===== src/rtl/core/rmsm_pkg.sv =====
// Shared types and constants for the running mean / deviation / min-max block.
`timescale 1ns / 1ps

package rmsm_pkg;

	localparam int SAMPLE_W  = 16;
	localparam int COUNT_W   = 17;
	localparam int MEAN_W    = 32;
	localparam int FRAC_W    = 16;
	localparam int SUM_W     = 64;
	localparam int MAG_W     = 32;
	localparam int ROOT_W    = 32;
	localparam int SD_W      = 24;
	localparam int ACT_W     = 2;
	localparam int STEP_W    = 7;

	localparam logic [COUNT_W-1:0]  MAX_SAMPLES = COUNT_W'(65536);
	localparam logic [SAMPLE_W-1:0] MIN_INIT    = {1'b0, {(SAMPLE_W-1){1'b1}}};
	localparam logic [SAMPLE_W-1:0] MAX_INIT    = {1'b1, {(SAMPLE_W-1){1'b0}}};

	localparam logic [STEP_W-1:0] DIV_STEPS_NARROW = STEP_W'(MAG_W);
	localparam logic [STEP_W-1:0] DIV_STEPS_WIDE   = STEP_W'(SUM_W);
	localparam logic [STEP_W-1:0] SQRT_STEPS       = STEP_W'(ROOT_W);

	// Action codes of an input request
	localparam logic [ACT_W-1:0] ACT_ADD     = 2'd0;
	localparam logic [ACT_W-1:0] ACT_ADD_FIN = 2'd1;
	localparam logic [ACT_W-1:0] ACT_FIN     = 2'd2;

	// Controller states, one-hot
	typedef enum logic [9:0] {
		ST_IDLE = 10'b00_0000_0001,
		ST_ADD  = 10'b00_0000_0010,
		ST_DIVM = 10'b00_0000_0100,
		ST_MEAN = 10'b00_0000_1000,
		ST_MUL  = 10'b00_0001_0000,
		ST_ACC  = 10'b00_0010_0000,
		ST_FIN  = 10'b00_0100_0000,
		ST_DIVV = 10'b00_1000_0000,
		ST_SQRT = 10'b01_0000_0000,
		ST_EMIT = 10'b10_0000_0000
	} state_t;

	// Controller to datapath
	typedef struct packed {
		logic load;       // capture input request
		logic add_first;  // first sample of a set
		logic add_next;   // later sample: take deviation, start divider
		logic set_ovf;    // sample dropped for capacity
		logic upd_mean;   // apply quotient to mean
		logic mul;        // deviation product
		logic acc;        // accumulate product
		logic var_start;  // start S / n
		logic sqrt_start; // start square root
		logic take_sd;    // capture root
		logic zero_sd;    // empty set
		logic emit;       // load output register, clear set
	} cmd_t;

	// Datapath to controller
	typedef struct packed {
		logic [ACT_W-1:0] act;
		logic             full;
		logic             empty;
		logic             div_done;
		logic             sqrt_done;
		logic             out_free;
	} stat_t;

endpackage


===== src/rtl/core/rmsm_div.sv =====
// Iterative restoring divider, one quotient bit per cycle, 32 or 64 steps.
`timescale 1ns / 1ps

module rmsm_div
	import rmsm_pkg::*;
(
	input  logic               clk,
	input  logic               arst_n,
	input  logic               start,
	input  logic               wide,
	input  logic [SUM_W-1:0]   dividend,
	input  logic [COUNT_W-1:0] divisor,
	output logic [SUM_W-1:0]   quotient,
	output logic               done
);

	logic [SUM_W-1:0]   dvd_q;
	logic [COUNT_W-1:0] den_q;
	logic [COUNT_W-1:0] rem_q;
	logic [STEP_W-1:0]  cnt_q;
	logic               busy_q;
	logic               done_q;
	logic [COUNT_W:0]   rem_sh;
	logic [COUNT_W:0]   rem_sub;
	logic               qbit;

	// One shift-subtract step
	always_comb begin
		rem_sh  = {rem_q, dvd_q[SUM_W-1]};
		rem_sub = rem_sh - {1'b0, den_q};
		qbit    = (rem_sh >= {1'b0, den_q});
	end

	// Control
	always_ff @(posedge clk or negedge arst_n) begin
		if (!arst_n) begin
			busy_q <= 1'b0;
			done_q <= 1'b0;
			cnt_q  <= '0;
		end else begin
			done_q <= 1'b0;
			if (start) begin
				busy_q <= 1'b1;
				cnt_q  <= wide ? DIV_STEPS_WIDE : DIV_STEPS_NARROW;
			end else if (busy_q) begin
				cnt_q <= cnt_q - STEP_W'(1);
				if (cnt_q == STEP_W'(1)) begin
					busy_q <= 1'b0;
					done_q <= 1'b1;
				end
			end
		end
	end

	// Operands; a narrow request is aligned to the top of the shifter
	always_ff @(posedge clk) begin
		if (start) begin
			dvd_q <= wide ? dividend : {dividend[MAG_W-1:0], {(SUM_W-MAG_W){1'b0}}};
			den_q <= divisor;
			rem_q <= '0;
		end else if (busy_q) begin
			dvd_q <= {dvd_q[SUM_W-2:0], qbit};
			rem_q <= qbit ? rem_sub[COUNT_W-1:0] : rem_sh[COUNT_W-1:0];
		end
	end

	assign quotient = dvd_q;
	assign done     = done_q;

endmodule


===== src/rtl/core/rmsm_sqrt.sv =====
// Iterative integer square root, one root bit per cycle.
`timescale 1ns / 1ps

module rmsm_sqrt
	import rmsm_pkg::*;
(
	input  logic              clk,
	input  logic              arst_n,
	input  logic              start,
	input  logic [SUM_W-1:0]  radicand,
	output logic [ROOT_W-1:0] root,
	output logic              done
);

	logic [SUM_W-1:0]    rad_q;
	logic [ROOT_W:0]     rem_q;
	logic [ROOT_W-1:0]   root_q;
	logic [STEP_W-1:0]   cnt_q;
	logic                busy_q;
	logic                done_q;
	logic [ROOT_W+2:0]   rem_sh;
	logic [ROOT_W+2:0]   trial;
	logic [ROOT_W+2:0]   rem_sub;
	logic                fit;

	// Bring down two radicand bits, try root*4+1
	always_comb begin
		rem_sh  = {rem_q, rad_q[SUM_W-1:SUM_W-2]};
		trial   = {1'b0, root_q, 2'b01};
		rem_sub = rem_sh - trial;
		fit     = (rem_sh >= trial);
	end

	always_ff @(posedge clk or negedge arst_n) begin
		if (!arst_n) begin
			busy_q <= 1'b0;
			done_q <= 1'b0;
			cnt_q  <= '0;
		end else begin
			done_q <= 1'b0;
			if (start) begin
				busy_q <= 1'b1;
				cnt_q  <= SQRT_STEPS;
			end else if (busy_q) begin
				cnt_q <= cnt_q - STEP_W'(1);
				if (cnt_q == STEP_W'(1)) begin
					busy_q <= 1'b0;
					done_q <= 1'b1;
				end
			end
		end
	end

	always_ff @(posedge clk) begin
		if (start) begin
			rad_q  <= radicand;
			rem_q  <= '0;
			root_q <= '0;
		end else if (busy_q) begin
			rad_q  <= {rad_q[SUM_W-3:0], 2'b00};
			rem_q  <= fit ? rem_sub[ROOT_W:0] : rem_sh[ROOT_W:0];
			root_q <= {root_q[ROOT_W-2:0], fit};
		end
	end

	assign root = root_q;
	assign done = done_q;

endmodule


===== src/rtl/core/rmsm_ctrl.sv =====
// Sequencing state machine for sample update and set finish.
`timescale 1ns / 1ps

module rmsm_ctrl
	import rmsm_pkg::*;
(
	input  logic  clk,
	input  logic  arst_n,
	input  logic  in_valid,
	output logic  in_ready,
	input  stat_t stat,
	output cmd_t  cmd
);

	state_t state_q;
	state_t state_d;
	logic   fin_after;

	assign fin_after = (stat.act == ACT_ADD_FIN);
	assign in_ready  = (state_q == ST_IDLE);

	always_comb begin
		state_d = state_q;
		cmd     = '0;
		unique case (state_q)
			ST_IDLE: begin
				if (in_valid) begin
					cmd.load = 1'b1;
					state_d  = ST_ADD;
				end
			end
			ST_ADD: begin
				priority case (stat.act)
					ACT_ADD, ACT_ADD_FIN: begin
						if (stat.full) begin
							cmd.set_ovf = 1'b1;
							state_d     = fin_after ? ST_FIN : ST_IDLE;
						end else if (stat.empty) begin
							cmd.add_first = 1'b1;
							state_d       = fin_after ? ST_FIN : ST_IDLE;
						end else begin
							cmd.add_next = 1'b1;
							state_d      = ST_DIVM;
						end
					end
					ACT_FIN: state_d = ST_FIN;
					default: state_d = ST_IDLE;
				endcase
			end
			ST_DIVM: begin
				if (stat.div_done) begin
					state_d = ST_MEAN;
				end
			end
			ST_MEAN: begin
				cmd.upd_mean = 1'b1;
				state_d      = ST_MUL;
			end
			ST_MUL: begin
				cmd.mul = 1'b1;
				state_d = ST_ACC;
			end
			ST_ACC: begin
				cmd.acc = 1'b1;
				state_d = fin_after ? ST_FIN : ST_IDLE;
			end
			ST_FIN: begin
				if (stat.empty) begin
					cmd.zero_sd = 1'b1;
					state_d     = ST_EMIT;
				end else begin
					cmd.var_start = 1'b1;
					state_d       = ST_DIVV;
				end
			end
			ST_DIVV: begin
				if (stat.div_done) begin
					cmd.sqrt_start = 1'b1;
					state_d        = ST_SQRT;
				end
			end
			ST_SQRT: begin
				if (stat.sqrt_done) begin
					cmd.take_sd = 1'b1;
					state_d     = ST_EMIT;
				end
			end
			ST_EMIT: begin
				if (stat.out_free) begin
					cmd.emit = 1'b1;
					state_d  = ST_IDLE;
				end
			end
			default: state_d = ST_IDLE;
		endcase
	end

	always_ff @(posedge clk or negedge arst_n) begin
		if (!arst_n) begin
			state_q <= ST_IDLE;
		end else begin
			state_q <= state_d;
		end
	end

endmodule


===== src/rtl/core/rmsm_dp.sv =====
// Datapath: set state, Welford update arithmetic and result register.
`timescale 1ns / 1ps

module rmsm_dp
	import rmsm_pkg::*;
(
	input  logic                       clk,
	input  logic                       arst_n,
	input  cmd_t                       cmd,
	output stat_t                      stat,
	input  logic [ACT_W-1:0]           action,
	input  logic signed [SAMPLE_W-1:0] sample,
	output logic                       out_valid,
	input  logic                       out_ready,
	output logic signed [SAMPLE_W-1:0] min_value,
	output logic signed [SAMPLE_W-1:0] max_value,
	output logic signed [MEAN_W-1:0]   mean_value,
	output logic [SD_W-1:0]            std_dev,
	output logic [COUNT_W-1:0]         sample_count,
	output logic                       overflow
);

	// Captured request
	logic [ACT_W-1:0]           act_q;
	logic signed [SAMPLE_W-1:0] smp_q;

	// Set state
	logic [COUNT_W-1:0]         count_q;
	logic [MEAN_W-1:0]          mean_q;
	logic [SUM_W-1:0]           sum_q;
	logic signed [SAMPLE_W-1:0] min_q;
	logic signed [SAMPLE_W-1:0] max_q;
	logic                       ovf_q;

	// Working registers
	logic [MAG_W-1:0]  dmag_q;
	logic              dneg_q;
	logic [MAG_W-1:0]  emag_q;
	logic              eneg_q;
	logic [SUM_W-1:0]  prod_q;
	logic [SD_W-1:0]   sd_q;
	logic              out_valid_q;

	// Arithmetic
	logic [MEAN_W-1:0] x_w;
	logic [MEAN_W:0]   d_w;
	logic [MEAN_W:0]   dabs_w;
	logic [MEAN_W:0]   qx_w;
	logic [MEAN_W:0]   m_w;
	logic [MEAN_W:0]   e_w;
	logic [MEAN_W:0]   eabs_w;
	logic [SUM_W:0]    sum_w;
	logic [SUM_W-FRAC_W-1:0] p_w;

	// Shared units
	logic              div_start;
	logic [SUM_W-1:0]  div_dvd;
	logic [COUNT_W-1:0] div_den;
	logic [SUM_W-1:0]  div_quot;
	logic              div_done;
	logic [ROOT_W-1:0] sqrt_root;
	logic              sqrt_done;

	// Deviation from old mean, then new mean and second deviation
	always_comb begin
		x_w    = {smp_q, {FRAC_W{1'b0}}};
		d_w    = {x_w[MEAN_W-1], x_w} - {mean_q[MEAN_W-1], mean_q};
		dabs_w = d_w[MEAN_W] ? ((MEAN_W+1)'(0) - d_w) : d_w;
		qx_w   = dneg_q ? ((MEAN_W+1)'(0) - {1'b0, div_quot[MAG_W-1:0]})
		                : {1'b0, div_quot[MAG_W-1:0]};
		m_w    = {mean_q[MEAN_W-1], mean_q} + qx_w;
		e_w    = {x_w[MEAN_W-1], x_w} - {m_w[MEAN_W-1], m_w[MEAN_W-1:0]};
		eabs_w = e_w[MEAN_W] ? ((MEAN_W+1)'(0) - e_w) : e_w;
		p_w    = prod_q[SUM_W-1:FRAC_W];
		sum_w  = {1'b0, sum_q} + {{(FRAC_W+1){1'b0}}, p_w};
	end

	// Divider: mean step on |d| / (n+1), finish step on S / n
	assign div_start = cmd.add_next | cmd.var_start;
	assign div_dvd   = cmd.var_start ? sum_q : {{(SUM_W-MAG_W){1'b0}}, dabs_w[MAG_W-1:0]};
	assign div_den   = cmd.var_start ? count_q : (count_q + COUNT_W'(1));

	rmsm_div u_div (
		.clk      (clk),
		.arst_n   (arst_n),
		.start    (div_start),
		.wide     (cmd.var_start),
		.dividend (div_dvd),
		.divisor  (div_den),
		.quotient (div_quot),
		.done     (div_done)
	);

	rmsm_sqrt u_sqrt (
		.clk      (clk),
		.arst_n   (arst_n),
		.start    (cmd.sqrt_start),
		.radicand (div_quot),
		.root     (sqrt_root),
		.done     (sqrt_done)
	);

	// Request capture and working values
	always_ff @(posedge clk) begin
		if (cmd.load) begin
			act_q <= action;
			smp_q <= sample;
		end
		if (cmd.add_next) begin
			dmag_q <= dabs_w[MAG_W-1:0];
			dneg_q <= d_w[MEAN_W];
		end
		if (cmd.upd_mean) begin
			emag_q <= eabs_w[MAG_W-1:0];
			eneg_q <= e_w[MEAN_W];
		end
		// Opposite signs give a negative product, clamped to zero
		if (cmd.mul) begin
			prod_q <= (dneg_q != eneg_q) ? '0 : (SUM_W'(dmag_q) * SUM_W'(emag_q));
		end
		if (cmd.take_sd) begin
			sd_q <= sqrt_root[SD_W-1:0];
		end else if (cmd.zero_sd) begin
			sd_q <= '0;
		end
	end

	// Set state
	always_ff @(posedge clk or negedge arst_n) begin
		if (!arst_n) begin
			count_q <= '0;
			mean_q  <= '0;
			sum_q   <= '0;
			min_q   <= MIN_INIT;
			max_q   <= MAX_INIT;
			ovf_q   <= 1'b0;
		end else if (cmd.emit) begin
			count_q <= '0;
			mean_q  <= '0;
			sum_q   <= '0;
			min_q   <= MIN_INIT;
			max_q   <= MAX_INIT;
			ovf_q   <= 1'b0;
		end else begin
			if (cmd.add_first || cmd.add_next) begin
				count_q <= count_q + COUNT_W'(1);
				if (smp_q < min_q) begin
					min_q <= smp_q;
				end
				if (smp_q > max_q) begin
					max_q <= smp_q;
				end
			end
			if (cmd.add_first) begin
				mean_q <= x_w;
				sum_q  <= '0;
			end
			if (cmd.set_ovf) begin
				ovf_q <= 1'b1;
			end
			if (cmd.upd_mean) begin
				mean_q <= m_w[MEAN_W-1:0];
			end
			// Saturating accumulate
			if (cmd.acc) begin
				sum_q <= sum_w[SUM_W] ? '1 : sum_w[SUM_W-1:0];
			end
		end
	end

	// Result register
	always_ff @(posedge clk or negedge arst_n) begin
		if (!arst_n) begin
			out_valid_q <= 1'b0;
		end else if (cmd.emit) begin
			out_valid_q <= 1'b1;
		end else if (out_ready) begin
			out_valid_q <= 1'b0;
		end
	end

	always_ff @(posedge clk) begin
		if (cmd.emit) begin
			min_value    <= min_q;
			max_value    <= max_q;
			mean_value   <= (count_q != '0) ? mean_q : '0;
			std_dev      <= sd_q;
			sample_count <= count_q;
			overflow     <= ovf_q;
		end
	end

	assign out_valid      = out_valid_q;
	assign stat.act       = act_q;
	assign stat.full      = (count_q == MAX_SAMPLES);
	assign stat.empty     = (count_q == '0);
	assign stat.div_done  = div_done;
	assign stat.sqrt_done = sqrt_done;
	assign stat.out_free  = !out_valid_q || out_ready;

endmodule


===== src/rtl/core/running_mean_stddev_minmax_top.sv =====
// Running count, min, max, mean and standard deviation unit: top level.
//
// Input channel (in_valid/in_ready, action, sample): each request adds a
// signed sample, adds a sample and then finishes the set, or finishes the
// set alone. Output channel (out_valid/out_ready): one result per finish,
// with min, max, Q16.16 mean, Q16.8 population deviation, count, overflow.
// One request is worked at a time; in_ready is high only when idle.
// Add sample: in_ready stays low through the 32-step serial divider (|d| / n)
// and the mean, product and accumulate steps before it rises again.
// First sample of a set, or a dropped one: in_ready returns after the ADD state.
// Finish: out_valid follows a 64-step divide of S by n, then a 32-step square
// root, after the add steps if any; an empty set skips both and goes to emit.
// The result register holds one finished set; the next set is taken in
// while it waits. A later finish waits in place until the receiver takes
// the pending result, so nothing is dropped when out_ready is low.
// Reset clears the set (count 0, min 32767, max -32768) and the output
// valid; no clearing pass is needed.
`timescale 1ns / 1ps

module running_mean_stddev_minmax_top
	import rmsm_pkg::*;
(
	input  logic                       clk,
	input  logic                       arst_n,
	input  logic                       in_valid,
	output logic                       in_ready,
	input  logic [ACT_W-1:0]           action,
	input  logic signed [SAMPLE_W-1:0] sample,
	output logic                       out_valid,
	input  logic                       out_ready,
	output logic signed [SAMPLE_W-1:0] min_value,
	output logic signed [SAMPLE_W-1:0] max_value,
	output logic signed [MEAN_W-1:0]   mean_value,
	output logic [SD_W-1:0]            std_dev,
	output logic [COUNT_W-1:0]         sample_count,
	output logic                       overflow
);

	cmd_t  cmd;
	stat_t stat;

	rmsm_ctrl u_ctrl (
		.clk      (clk),
		.arst_n   (arst_n),
		.in_valid (in_valid),
		.in_ready (in_ready),
		.stat     (stat),
		.cmd      (cmd)
	);

	rmsm_dp u_dp (
		.clk          (clk),
		.arst_n       (arst_n),
		.cmd          (cmd),
		.stat         (stat),
		.action       (action),
		.sample       (sample),
		.out_valid    (out_valid),
		.out_ready    (out_ready),
		.min_value    (min_value),
		.max_value    (max_value),
		.mean_value   (mean_value),
		.std_dev      (std_dev),
		.sample_count (sample_count),
		.overflow     (overflow)
	);

`ifndef SYNTHESIS
	// A pending result is never overwritten
	assert property (@(posedge clk) disable iff (!arst_n)
		cmd.emit |-> (!out_valid || out_ready))
		else $error("result register overwritten while pending");

	// Divider completes only while a request is in progress
	assert property (@(posedge clk) disable iff (!arst_n)
		stat.div_done |-> !in_ready)
		else $error("divider done while idle");

	// Overflow is only reported with a full count
	assert property (@(posedge clk) disable iff (!arst_n)
		(out_valid && overflow) |-> (sample_count == MAX_SAMPLES))
		else $error("overflow without full count");

	// Count never passes capacity
	assert property (@(posedge clk) disable iff (!arst_n)
		out_valid |-> (sample_count <= MAX_SAMPLES))
		else $error("sample count beyond capacity");
`endif

endmodule


===== config.mk =====
export PLATFORM = sky130hd
export DESIGN_NAME = running_mean_stddev_minmax_top
export DESIGN_NICKNAME = d
export VERILOG_FILES = /design/src/rtl/core/rmsm_pkg.sv /design/src/rtl/core/rmsm_div.sv /design/src/rtl/core/rmsm_sqrt.sv /design/src/rtl/core/rmsm_ctrl.sv /design/src/rtl/core/rmsm_dp.sv /design/src/rtl/core/running_mean_stddev_minmax_top.sv
export SDC_FILE = /design/constraint.sdc
export NUM_CORES = 2
export LEC_CHECK = 0
export BUFFER_PORTS_ARGS = -buffer_cell sky130_fd_sc_hd__buf_2
export CAP_MARGIN = 15
export CORE_MARGIN = 2
export CORE_UTILIZATION = 57
export DETAILED_ROUTE_END_ITERATION = 10
export GPL_ROUTABILITY_DRIVEN = 0
export GPL_TIMING_DRIVEN = 0
export PLACE_DENSITY = 0.87
export SYNTH_ARGS = -nofsm -noshare
export SYNTH_HDL_FRONTEND = slang
export SYNTH_SLANG_ARGS = --single-unit

===== constraint.sdc =====
create_clock -name clk -period 7.3 [get_ports clk]
set_input_delay 1.095 -clock clk [delete_from_list [all_inputs] [get_ports clk]]
set_output_delay 1.095 -clock clk [all_outputs]
set_load 0.005 [all_outputs]

==> results of run 1 <==
-- what timing repair did --
item                       4_1_cts
setup endpoints to repair       80
pin swaps                       73
gates resized for setup        435
buffers inserted               100
-- cells by family after synthesis --
group | after synthesis | share of synthesized area (%)
mux | 65 | 0.942
fa+ha+maj | 1360 | 34.2
flops | 664 | 26.3
buf+inv | 1423 | 7.69
simple gates | 2409 | 17.0
compound gates | 1047 | 9.86
xor+xnor | 316 | 4.02
-- metal layers --
metal,GRT overflow,track usage [%]
met5,1,39.8
met4,3,47.3
met3,4,48.0
met2,5,66.4
met1,4,54.5
-- metrics by stage --
stage,worst slack [ns],hold WS [ns],instance area (µm²),std cells
CTS,-1.15,0.420,76900,9268
detailed placement,-2.58,0.405,72600,9052
global placement,-2.33,0.401,72400,9038
floorplan,-0.198,0.400,69700,7284
-- synth_stat cells, drive strengths merged, types with 29 or more instances --
cell type	instances	area, µm²
dfxtp	82	1640
xor2	113	997
nand2b	39	244
o21ai	220	1100
nor3	112	571
o31ai	40	300
a22o	30	263
nand3	137	691
o21bai	29	218
dfrtp	158	3950
ha	462	5780
a21oi	264	1340
xnor2	203	1790
and2	626	3920
a21o	158	1190
nor2	320	1200
fa	898	18000
and3	37	231
a31oi	60	375
nand2	927	3480
edfxtp	407	12200
nand4	38	238
inv	1066	4000
nor2b	38	238
mux2i	62	621
a211oi	60	455
clkbuf	337	1260
==> impl_metrics.env, run 1 <==
export IMPL_status="aborted with a tool error"
export IMPL_failing_step="5_1_grt"
export IMPL_stop_error="[ERROR GRT-0232] Routing congestion too high. Check the congestion heatmap in the GUI."
export IMPL_cts_buffers=61
export IMPL_worst_ep_kind="sequential cell input"
export IMPL_ys_warn_count=0
export IMPL_dp_final_hpwl_mm=176
export IMPL_overflow=17
export IMPL_rows=128
export IMPL_htree_num_levels=2
export IMPL_yosys_register_bits=664
export IMPL_fp_dieW_um=353
export IMPL_antenna_found_initial=75
export IMPL_synthArstFlopShare_pct=26.4
export IMPL_holdBufCountCts=0
export IMPL_grt_max_degree=93
export IMPL_synth_nets=8666
export IMPL_cts_sinks=664
export IMPL_port_buffers=129
export IMPL_netlist_area_mm2=0.0695
export IMPL_synthFlopType="edfxtp_1"
export IMPL_grt_usage_pct=55.1
export IMPL_synth_edf_count=407
export IMPL_syn_area_per_cell_um2=9.54
export IMPL_yosysSeqAreaShare_pct=26.3
export IMPL_ys_types=97
export IMPL_syn_inst=7284
export IMPL_cts_root_buf="clkbuf_16"
export IMPL_start_util_pct=57.2
export IMPL_crit_endpoint="u_dp.prod_q[58]$_SDFFCE_PP0P_/D"
export IMPL_io_pins=130
export IMPL_cts_path_max_buffers=3
export IMPL_dieHeight_um=353
==> inputs of run 2 (changes only) <==
CORE_UTILIZATION = 40   (was 57)
PLACE_DENSITY = default   (was 0.87)
PLACE_DENSITY_LB_ADDON = 0.15   (was default)
clock period = 9.49 ns   (was 7.3 ns; I/O delays follow)
==> impl_metrics.env, run 2 <==
export IMPL_status="complete, no violations"
export IMPL_core_mm2=0.172
export IMPL_min_path_type="register to register"
export IMPL_setup_viol=0
export IMPL_placedCellCount=9739
export IMPL_grt_usage_pct=27.9
export IMPL_synthFlopType="edfxtp_1"
export IMPL_areaGrowthSynthToFinish_pct=10.5
export IMPL_ys_types=97
export IMPL_max_stage_delay_ns=0.85
export IMPL_dieArea_mm2=0.177
export IMPL_rsz0062_at_grt="true"
export IMPL_fin_skew_ns=0.0684
export IMPL_multiInputGateArea_mm2=0.0461
export IMPL_ys_warn_count=0
export IMPL_cts_root_buf="clkbuf_16"
export IMPL_critPathMostFrequentCell="fa_1"
export IMPL_synth_most_common_cell="inv_1"
export IMPL_synthArstFlopShare_pct=26.4
export IMPL_io_pins=130
export IMPL_synthTopCellsByCount="inv_1, nand2_1, fa_1"
export IMPL_drcViolationCount=0
export IMPL_synth_top_area_cell="fa_1"
export IMPL_start_util_pct=40.4
export IMPL_holdBufCountCts=0
export IMPL_drive_gt1_share_pct=7.01
export IMPL_nets=8917
export IMPL_rows=152
export IMPL_required_ns=9.90
export IMPL_port_buffers=129
export IMPL_antenna_found_initial=10
export IMPL_dr_pass1_iters=5
export IMPL_vias=53900
export IMPL_fin_crit_ns=9.33
export IMPL_initialDrtViolationCount=4581
export IMPL_fin_cells=9921
export IMPL_worstPathMaxFanout=10
export IMPL_overflow=0
export IMPL_worst_pin_slew_ns=1.29
export IMPL_cp_end_kind="register"
export IMPL_mostFrequentLayoutCell="inv_1"
export IMPL_fin_crit_sh_pct=98.3
export IMPL_crit_slowest_cell="edfxtp_1"
export IMPL_insertion_delay_ns=0.69
export IMPL_worstSetupPathType="register to register"
export IMPL_maxCapViolCount=0
export IMPL_grt_pass1_vias=54800
export IMPL_cts_reportedPaths_clkPinSlew_ns=0.06
export IMPL_yosys_register_bits=664
export IMPL_fp_dieW_um=421
export IMPL_dp_final_hpwl_mm=198
export IMPL_hold_viol=0
export IMPL_final_cell_mix="inv_1, nand2_1, fa_1, and2_1, ha_1"
export IMPL_syn_inst=7284
export IMPL_cts_sinks=664
export IMPL_synth_edf_count=407
export IMPL_syn_area_per_cell_um2=9.54
export IMPL_synth_nets=8666
export IMPL_grt_pass1_wl_mm=363
export IMPL_drv_slew=0
export IMPL_cts_path_max_buffers=3
export IMPL_relSlewSlack_pct=13.4
export IMPL_netlist_area_leader_share_pct=25.9
export IMPL_arrival_ns=9.74
export IMPL_fmax_mhz=107
export IMPL_htree_num_levels=3
export IMPL_vias_per_cell=5.44
export IMPL_start_kind="register"
export IMPL_nFillCells=16700
export IMPL_area_sequential_mm2=0.0183
export IMPL_netlist_area_mm2=0.0695
export IMPL_crit_buf_inv=2
export IMPL_cts_tree="done"
export IMPL_wl_mm=244
export IMPL_yosysSeqAreaShare_pct=26.3
export IMPL_critical_path_top_delay_family="adder cells"
export IMPL_dieHeight_um=421
export IMPL_ant_nets=0
export IMPL_synthTopCellsByArea="fa_1, edfxtp_1, ha_1"
export IMPL_avgRoutedWirePerCell_um=24.6
export IMPL_grt_max_degree=90
export IMPL_cts_buffers=76
## run 2: cell counts after synthesis
No cell type changed its count.
## run 2: cell type report
class	count	share of cell area, %
Sequential cell	664	23.8
Multi-Input combinational cell	5197	60.0
Clock buffer	104	2.83
Timing Repair Buffer	173	1.61
Buffer	355	2.01
Inverter	1068	5.22
Antenna cell	12	0.0391
Clock inverter	38	0.775
Tap cell	2310	3.76
## run 2: path summary, 6_finish.rpt
kind / start / endpoint / slack, ns / depth (start not counted)
worst max register to register: u_dp.emag_q[31] / u_dp.prod_q[63] / 0.16 / 25
worst max-delay path: u_dp.emag_q[31] / u_dp.prod_q[63] / 0.16 / 25
worst min register to register: u_dp.sd_q[7] / u_dp.std_dev[7] / 0.42 / 0
min in group asynchronous: arst_n / u_dp.count_q[9] / 0.72 / 1
max in group asynchronous: arst_n / u_dp.mean_q[6] / 7.70 / 2
worst min-delay path: u_dp.sd_q[7] / u_dp.std_dev[7] / 0.42 / 0
## run 2: cells by family after synthesis
| group | after synthesis | synth area share, % |
|---|---|---|
| compound gates | 1047 | 9.86 |
| xor+xnor | 316 | 4.02 |
| fa+ha+maj | 1360 | 34.2 |
| buf+inv | 1423 | 7.69 |
| flops | 664 | 26.3 |
| mux | 65 | 0.942 |
| simple gates | 2409 | 17.0 |
## run 2: repair_timing
| action | 4_1_cts | 5_1_grt |
|---|---|---|
| pin swaps | 2 | 6 |
| gates resized for setup | 119 | 97 |
| setup buffers | 10 | 18 |
| setup endpoints to repair | 19 | 10 |
## run 2: layer usage
layer | up-vias | GRT usage [%] | routed length (µm)
met2 | 2156 | 43.1 | 108000
met4 | 2 | 14.2 | 14400
met3 | 530 | 5.44 | 20800
met1 | 27100 | 37.4 | 101000
met5 | - | 0 | 18
li1 | 24100 | - | -
## run 2: worst register-to-register path, stage by stage (launching register included)
cell and delay, ns:
edfxtp_1 0.85, buf_1 0.73, nand2_1 0.16, fa_1 0.53, fa_1 0.50, inv_1 0.05, fa_1 0.53, fa_1 0.51
fa_1 0.63, fa_1 0.47, fa_1 0.52, fa_1 0.42, ha_1 0.35, a21o_1 0.13, a21o_1 0.13, a21o_1 0.16
o21ai_0 0.14, a31o_2 0.30, o21ai_4 0.25, a41oi_4 0.17, o211ai_1 0.40, a31oi_4 0.21, o31ai_4 0.36, a21oi_2 0.15
xnor2_4 0.31, nor2_1 0.07
## run 2: stage by stage
step                setup WS [ns]  utilization [%]  instance area, µm²  TNS [ns]  hold slack [ns]
detailed placement          -1.81             42.6               73300    -11.52            0.406
global placement            -1.69             42.4               73000    -10.04            0.402
global route              -0.0297             44.6               76800   -0.0550            0.427
CTS                       0.00826             44.4               76400         0            0.420
finish                      0.160             44.6               76800         0            0.417
floorplan                    1.52                -               69500         0            0.400
Power of run 2 is left out: the tool's default activity adds up to more than one toggle a clock period on the data nets, which glitch-free logic cannot reach.
